**src/rtl/core/tws_pkg.sv**
```systemverilog
// ----------------------------------------------------------------------------
// tws_pkg
// Shared types and constants of the three-wire SPI master core.
// ----------------------------------------------------------------------------
`default_nettype none

package tws_pkg;

  localparam int unsigned CFG_W     = 12;
  localparam int unsigned CFG_IDX_W = 1;
  localparam int unsigned TIMER_W   = 12;
  localparam int unsigned BITCNT_W  = 5;
  localparam int unsigned ADDR_W    = 7;
  localparam int unsigned BYTE_W    = 8;
  localparam int unsigned FRAME_W   = 16;

  localparam logic [CFG_IDX_W-1:0] CFG_HALF_PERIOD = 1'b0;
  localparam logic [CFG_IDX_W-1:0] CFG_FIFO_LEAD   = 1'b1;

  localparam logic [CFG_W-1:0] HALF_PERIOD_RST = 12'd8;
  localparam logic [CFG_W-1:0] FIFO_LEAD_RST   = 12'd50;

  localparam logic [1:0] OP_REG_WRITE  = 2'd0;
  localparam logic [1:0] OP_REG_READ   = 2'd1;
  localparam logic [1:0] OP_FIFO_WRITE = 2'd2;
  localparam logic [1:0] OP_FIFO_READ  = 2'd3;

  typedef struct packed {
    logic              start_req;
    logic [1:0]        operation;
    logic [ADDR_W-1:0] address;
    logic [BYTE_W-1:0] write_data;
    logic              sdio_in;
  } tws_in_t;

  typedef struct packed {
    logic              csb;
    logic              fcsb;
    logic              sclk;
    logic              sdio_out;
    logic              sdio_drive;
    logic              busy_res;
    logic              read_valid;
    logic [BYTE_W-1:0] read_data;
  } tws_out_t;

  typedef struct packed {
    logic [CFG_W-1:0] half_period_ticks;
    logic [CFG_W-1:0] fifo_read_lead_ticks;
  } tws_cfg_t;

endpackage : tws_pkg

`default_nettype wire

```
**src/rtl/core/tws_cfg.sv**
```systemverilog
// ----------------------------------------------------------------------------
// tws_cfg
// Configuration register file: index decode and timing registers.
// ----------------------------------------------------------------------------
`default_nettype none

module tws_cfg (
  input  wire logic                          clk,
  input  wire logic                          rst_n,
  input  wire logic                          cfg_wr_en,
  input  wire logic [tws_pkg::CFG_IDX_W-1:0] cfg_index,
  input  wire logic [tws_pkg::CFG_W-1:0]     cfg_wdata,
  output tws_pkg::tws_cfg_t                  cfg
);
  import tws_pkg::*;

  logic [CFG_W-1:0] half_r, half_nxt;
  logic [CFG_W-1:0] lead_r, lead_nxt;

  always_comb begin
    half_nxt = half_r;
    lead_nxt = lead_r;
    if (cfg_wr_en) begin
      unique case (cfg_index)
        CFG_HALF_PERIOD: half_nxt = cfg_wdata;
        CFG_FIFO_LEAD:   lead_nxt = cfg_wdata;
        default:         ;
      endcase
    end
  end

  always_ff @(posedge clk) begin
    if (!rst_n) begin
      half_r <= HALF_PERIOD_RST;
      lead_r <= FIFO_LEAD_RST;
    end else begin
      half_r <= half_nxt;
      lead_r <= lead_nxt;
    end
  end

  assign cfg.half_period_ticks    = half_r;
  assign cfg.fifo_read_lead_ticks = lead_r;

endmodule : tws_cfg

`default_nettype wire

```
**src/rtl/core/tws_seq.sv**
```systemverilog
// ----------------------------------------------------------------------------
// tws_seq
// Pin sequencer: phase, timer and shift state, one tick per enabled cycle.
// ----------------------------------------------------------------------------
`default_nettype none

module tws_seq (
  input  wire logic        clk,
  input  wire logic        rst_n,
  input  wire logic        en,
  input  tws_pkg::tws_in_t  tick,
  input  tws_pkg::tws_cfg_t cfg,
  output tws_pkg::tws_out_t res
);
  import tws_pkg::*;

  typedef enum logic [5:0] {
    PH_IDLE  = 6'b000001,
    PH_LEAD  = 6'b000010,
    PH_LOW   = 6'b000100,
    PH_HIGH  = 6'b001000,
    PH_HOLD  = 6'b010000,
    PH_GUARD = 6'b100000
  } phase_t;

  localparam logic [BITCNT_W-1:0] BITS_BYTE  = 5'd8;
  localparam logic [BITCNT_W-1:0] BITS_FRAME = 5'd16;

  phase_t               phase_r, phase_nxt;
  logic [TIMER_W-1:0]   timer_r, timer_nxt;
  logic [BITCNT_W-1:0]  bitcnt_r, bitcnt_nxt;
  logic [FRAME_W-1:0]   sout_r, sout_nxt;
  logic [BYTE_W-1:0]    sin_r, sin_nxt;
  logic [1:0]           op_r, op_nxt;

  function automatic logic reading_bit(input logic [1:0] op, input logic [BITCNT_W-1:0] bc);
    reading_bit = (op == OP_FIFO_READ) || ((op == OP_REG_READ) && (bc >= BITS_BYTE));
  endfunction

  always_comb begin
    logic [TIMER_W-1:0]  h;
    logic [TIMER_W-1:0]  lead;
    logic [BITCNT_W-1:0] total;
    logic [BITCNT_W-1:0] bc_inc;
    logic                done;
    logic                sel;
    logic                rvalid;

    h         = (cfg.half_period_ticks == '0) ? TIMER_W'(1) : cfg.half_period_ticks;
    lead      = '0;
    done      = (timer_r == '0);
    total     = op_r[1] ? BITS_BYTE : BITS_FRAME;
    bc_inc    = bitcnt_r + BITCNT_W'(1);
    rvalid    = 1'b0;
    phase_nxt = phase_r;
    timer_nxt = timer_r;
    bitcnt_nxt = bitcnt_r;
    sout_nxt  = sout_r;
    sin_nxt   = sin_r;
    op_nxt    = op_r;

    if (en) begin
      unique case (phase_r)
        PH_IDLE: begin
          if (tick.start_req) begin
            op_nxt     = tick.operation;
            bitcnt_nxt = '0;
            case (tick.operation)
              OP_REG_WRITE: begin
                sout_nxt = {1'b0, tick.address, tick.write_data};
                lead     = h;
              end
              OP_REG_READ: begin
                sout_nxt = {1'b1, tick.address, {BYTE_W{1'b1}}};
                lead     = h;
              end
              OP_FIFO_WRITE: begin
                sout_nxt = {tick.write_data, {BYTE_W{1'b1}}};
                lead     = '0;
              end
              default: begin
                sout_nxt = {FRAME_W{1'b1}};
                lead     = cfg.fifo_read_lead_ticks;
              end
            endcase
            if (lead != '0) begin
              phase_nxt = PH_LEAD;
              timer_nxt = lead - TIMER_W'(1);
            end else begin
              phase_nxt = PH_LOW;
              timer_nxt = h - TIMER_W'(1);
            end
          end
        end
        PH_LEAD, PH_LOW: begin
          if (done) begin
            phase_nxt = (phase_r == PH_LEAD) ? PH_LOW : PH_HIGH;
            timer_nxt = h - TIMER_W'(1);
          end else begin
            timer_nxt = timer_r - TIMER_W'(1);
          end
        end
        PH_HIGH: begin
          if (done) begin
            if (reading_bit(op_r, bitcnt_r)) begin
              sin_nxt = {sin_r[BYTE_W-2:0], tick.sdio_in};
            end
            sout_nxt = {sout_r[FRAME_W-2:0], 1'b1};
            if (bc_inc >= total) begin
              rvalid     = op_r[0];
              bitcnt_nxt = '0;
              if (op_r[1]) begin
                phase_nxt = PH_HOLD;
                timer_nxt = h - TIMER_W'(1);
              end else begin
                phase_nxt = PH_IDLE;
              end
            end else begin
              bitcnt_nxt = bc_inc;
              phase_nxt  = PH_LOW;
              timer_nxt  = h - TIMER_W'(1);
            end
          end else begin
            timer_nxt = timer_r - TIMER_W'(1);
          end
        end
        PH_HOLD, PH_GUARD: begin
          if (done) begin
            timer_nxt = h - TIMER_W'(1);
            if (bitcnt_r == '0) begin
              bitcnt_nxt = BITCNT_W'(1);
            end else begin
              bitcnt_nxt = '0;
              phase_nxt  = (phase_r == PH_HOLD) ? PH_GUARD : PH_IDLE;
            end
          end else begin
            timer_nxt = timer_r - TIMER_W'(1);
          end
        end
        default: phase_nxt = PH_IDLE;
      endcase
    end

    // pin levels after this tick
    sel            = (phase_nxt != PH_IDLE) && (phase_nxt != PH_GUARD);
    res.csb        = !(sel && !op_nxt[1]);
    res.fcsb       = !(sel && op_nxt[1]);
    res.sclk       = 1'b0;
    res.sdio_out   = 1'b1;
    res.sdio_drive = !((phase_nxt != PH_IDLE) && (op_nxt == OP_FIFO_READ));
    if ((phase_nxt == PH_LOW) || (phase_nxt == PH_HIGH)) begin
      res.sclk = (phase_nxt == PH_HIGH);
      if (reading_bit(op_nxt, bitcnt_nxt)) begin
        res.sdio_drive = 1'b0;
      end else begin
        res.sdio_out = sout_nxt[FRAME_W-1];
      end
    end
    res.busy_res   = (phase_nxt != PH_IDLE);
    res.read_valid = rvalid;
    res.read_data  = sin_nxt;
  end

  always_ff @(posedge clk) begin
    if (!rst_n) begin
      phase_r  <= PH_IDLE;
      timer_r  <= '0;
      bitcnt_r <= '0;
      sout_r   <= {FRAME_W{1'b1}};
      sin_r    <= '0;
      op_r     <= OP_REG_WRITE;
    end else begin
      phase_r  <= phase_nxt;
      timer_r  <= timer_nxt;
      bitcnt_r <= bitcnt_nxt;
      sout_r   <= sout_nxt;
      sin_r    <= sin_nxt;
      op_r     <= op_nxt;
    end
  end

endmodule : tws_seq

`default_nettype wire

```
**src/rtl/core/three_wire_spi_master_core.sv**
```systemverilog
// ----------------------------------------------------------------------------
// three_wire_spi_master_core
// Three-wire half-duplex SPI master with register and FIFO transactions.
// ----------------------------------------------------------------------------
// Each transaction on the input channel is one timer tick; the core takes one
// per cycle unless stalled and returns one result transaction per tick,
// carrying the pin levels after that tick. A tick is held in the input
// register and is then stepped through the sequencer into the result
// register; while the result side stalls, the tick waits in the input register.
// Configuration writes take effect on the following cycle.
`default_nettype none

module three_wire_spi_master_core (
  input  wire logic                          clk,
  input  wire logic                          rst_n,
  input  wire logic                          in_valid,
  output      logic                          in_stall,
  input  tws_pkg::tws_in_t                   in_data,
  output      logic                          out_valid,
  input  wire logic                          out_stall,
  output tws_pkg::tws_out_t                  out_data,
  input  wire logic                          cfg_wr_en,
  input  wire logic [tws_pkg::CFG_IDX_W-1:0] cfg_index,
  input  wire logic [tws_pkg::CFG_W-1:0]     cfg_wdata
);
  import tws_pkg::*;

  logic     s1_valid_r;
  tws_in_t  s1_data_r;
  logic     out_valid_r;
  tws_out_t out_data_r;
  logic     adv;
  tws_cfg_t cfg;
  tws_out_t step_res;

  assign adv      = s1_valid_r && (!out_valid_r || !out_stall);
  assign in_stall = s1_valid_r && !adv;

  tws_cfg u_cfg (
    .clk       (clk),
    .rst_n     (rst_n),
    .cfg_wr_en (cfg_wr_en),
    .cfg_index (cfg_index),
    .cfg_wdata (cfg_wdata),
    .cfg       (cfg)
  );

  tws_seq u_seq (
    .clk   (clk),
    .rst_n (rst_n),
    .en    (adv),
    .tick  (s1_data_r),
    .cfg   (cfg),
    .res   (step_res)
  );

  always_ff @(posedge clk) begin
    if (!rst_n) begin
      s1_valid_r <= 1'b0;
    end else if (!in_stall) begin
      s1_valid_r <= in_valid;
    end
  end

  always_ff @(posedge clk) begin
    if (in_valid && !in_stall) begin
      s1_data_r <= in_data;
    end
  end

  always_ff @(posedge clk) begin
    if (!rst_n) begin
      out_valid_r <= 1'b0;
    end else if (adv) begin
      out_valid_r <= 1'b1;
    end else if (!out_stall) begin
      out_valid_r <= 1'b0;
    end
  end

  always_ff @(posedge clk) begin
    if (adv) begin
      out_data_r <= step_res;
    end
  end

  assign out_valid = out_valid_r;
  assign out_data  = out_data_r;

endmodule : three_wire_spi_master_core

`default_nettype wire

```
**config.mk**
```make
export PLATFORM = sky130hd
export DESIGN_NAME = three_wire_spi_master_core
export DESIGN_NICKNAME = d
export VERILOG_FILES = /design/src/rtl/core/tws_pkg.sv /design/src/rtl/core/tws_cfg.sv /design/src/rtl/core/tws_seq.sv /design/src/rtl/core/three_wire_spi_master_core.sv
export SDC_FILE = /design/constraint.sdc
export NUM_CORES = 1
export LEC_CHECK = 0
export BUFFER_PORTS_ARGS = -buffer_cell sky130_fd_sc_hd__buf_4
export CAP_MARGIN = 5
export CORE_UTILIZATION = 30
export DETAILED_ROUTE_END_ITERATION = 7
export PLACE_DENSITY_LB_ADDON = 0.05
export SYNTH_ARGS = -nofsm -noshare
export SYNTH_HDL_FRONTEND = slang
export SYNTH_SLANG_ARGS = --single-unit
```
**constraint.sdc**
```tcl
create_clock -name clk -period 4.1 [get_ports clk]
set_input_delay 0 -clock clk [delete_from_list [all_inputs] [get_ports clk]]
set_output_delay 0 -clock clk [all_outputs]
set_load 0.1 [all_outputs]
```
==> metrics.cfg <==
[sta]
rsz0062_at_grt = false
fin_crit_ns = 3.80
maxSlewViolCount = 0
skew_ns = 0.00955
setup_viol = 0
fin_crit_sh = 0.926
tns_ns = 0
final-hold-violation-count = 0
worst_pin_slew_ns = 0.821
slew_headroom = 0.451
fin_ws_ns = 0.302
timing.fmax_mhz = 263
holdWs_ns = 0.0473

[final_layout]
finalNonFillerCells = 1026
layout.nets = 811
diodes = 0
fillCellCount = 1951
drive_gt1_frac = 0.150
area_growth_syn_to_layout_pct = 23.1

[routing]
postRouteAntennaNets = 0
drcViolationCount = 0
wl_mm = 17.0
via_per_inst = 5.14
dr_total_vias = 5276
wl_per_cell_um = 16.6
drt-pass1-iter-count = 5
first_iter_violations = 351

[clock_tree]
cts_buffers = 9
tritoncts = yes
cts.sinks = 109
cts.clk_slew.worst_paths_ns = 0.08
clk_latency_ns = 0.36
clk_path_buf_depth = 2
cts_root_buffer = clkbuf_16
cts.htree.levels = 3

[place]
dpl.hpwl_mm = 12.6
port_buffers = 53
place_inst = 977
gp_congestion = 0.882
dp_slack_ns = 0.238

[power_and_ir_drop]
power_density_nw_per_um2 = 375
peakVddDrop_v = 0.000192
power_leakage_uw = 0.00273

[die]
core_area_um2 = 19000
die-area_um2 = 20100
start_util = 0.310
num_io_pins = 54
die_w_um = 142
rows = 50
die-height_um = 142

[synth]
yosysMostFrequentCell = nand2_1
ys_ff_latch = 109
synthDistinctLibCells = 72
ys_warn_count = 0
synthCells = 682
netlist_top_cells_count = nand2_1 (110), dfxtp_1 (75), a21oi_1 (66)
synth_top_area_frac = 0.256
synth-edff-count = 34
synth_area_leaders = dfxtp_1 (26%), edfxtp_1 (17%), nand2_1 (7.0%)
ys_seq_area_frac = 0.430
syn_nets = 732
yosysTopAreaCell = dfxtp_1
syn_avg_cell_area_um2 = 8.60
syn_area_um2 = 5870
synth_top_flop_cell = dfxtp_1
async_flop_share = 0

[global_routing]
grt_max_degree = 46
antenna_found_initial = 0
grt_pass1_wl_mm = 27.3
grt.overflow.total = 0
grtUsageTotal = 0.176
grt_pass1_vias = 5103

[critical_path]
start_kind = flop
required_ns = 4.29
reg2reg_slack_ns = 0.30
critPathArrivalTime_ns = 3.99
crit_fanout = 8
end_kind = flop
path_class = reg2reg

[flow_run]
drv_cap = 0

[status]
outcome = complete, no violations

[min_path]
hold_class = in2reg

## logic make-up after synthesis
logic type	count (synthesis)	share of synthesized area
compound gates	190	0.212
simple gates	280	0.234
flops	109	0.430
fa+ha+maj	13	0.0277
xor+xnor	25	0.0373
mux	11	0.0205
buf+inv	54	0.0390
## final cells by class
type                            instances  area [µm²]  share of cell area
Clock buffer                           10         239              0.0331
Clock inverter                          6        68.8             0.00953
Inverter                               14        52.6             0.00728
Multi-Input combinational cell        519        3120               0.432
Sequential cell                       109        2520               0.349
Tap cell                              260         325              0.0450
Timing Repair Buffer                  108         893               0.124
## per-stage QoR
step            util  cell area (µm²)  power (µW)
2_1_floorplan      -             5870        1620
3_3_place_gp   0.347             6580        1790
3_5_place_dp   0.347             6580        1790
4_1_cts        0.381             7220        2740
5_1_grt        0.381             7220        2850
6_report       0.381             7220        2710
## path summary, 6_finish.rpt
| check | startpoint | end | cells past startpoint |
|---|---|---|---|
| hold reg to reg | u_cfg.lead_r[6] | u_cfg.lead_r[6] | 2 |
| setup reg to reg | s1_data_r[17] | out_data[12] | 12 |
| hold / removal | rst_n | u_seq.phase_r[0] | 2 |
| setup / recovery | s1_data_r[17] | out_data[12] | 12 |
## per-layer routing
metal	up-vias	wire, µm	global-route usage
li1	2642	-	-
met1	2500	8380	0.239
met2	109	7630	0.280
met3	25	611	0.0294
met4	0	360	0.0628
met5	-	0	0
## flip-flops by register name, summed over array words and instances (netlist names)
signal	cells
s1_data_r	19
u_seq.sout_r	16
out_data	15
u_cfg.half_r	12
u_cfg.lead_r	12
u_seq.timer_r	12
u_seq.sin_r	8
u_seq.phase_r	6
u_seq.bitcnt_r	5
u_seq.op_r	2
out_valid	1
s1_valid_r	1
## layout by cell type (no fill, tap or decap), drive strengths merged, types with 4 or more instances in the layout
cell type	synthesis	routed
edfxtp	34	34
nand3	16	16
xnor2	15	15
clkinv	2	5
o21ai	30	30
nor3b	5	5
a21oi	66	66
inv	12	14
mux2	8	8
nand2	110	110
dlygate4sd3	0	33
or4	4	4
buf	11	75
nand2b	6	6
nor4	9	9
o31ai	5	5
nor2	59	59
and2	17	17
o21a	4	4
ha	13	13
a221oi	11	11
dfxtp	75	75
xor2	10	10
a22oi	8	8
or3	7	7
clkbuf	29	10
a31oi	7	7
and3	5	5
nor2b	6	6
nor3	18	18
a211oi	7	7
o211ai	18	18
## what timing repair did
| item | in CTS | in global routing |
|---|---|---|
| buffers inserted | 0 | 0 |
| hold endpoints to repair | 45 | 0 |
| hold buffers | 33 | 0 |
| setup endpoints to repair | 0 | 3 |
| resized for setup | 0 | 1 |
## critical path: stages, from the launching register on
cell	delay [ns]
edfxtp_1	0.46
inv_1	0.10
ha_1	0.27
or2_2	0.33
a22oi_1	0.19
and2_1	0.20
ha_1	0.21
o211ai_1	0.15
or3_4	0.38
or3_4	0.43
a221o_1	0.42
nor3b_2	0.26
nor3b_1	0.22
## report_power, final
part	total [µW]	switching [µW]	internal, µW
registers	1210	46.7	1170
clock network	909	460	448
logic	585	359	226
(Power assumes the default switching activity.)
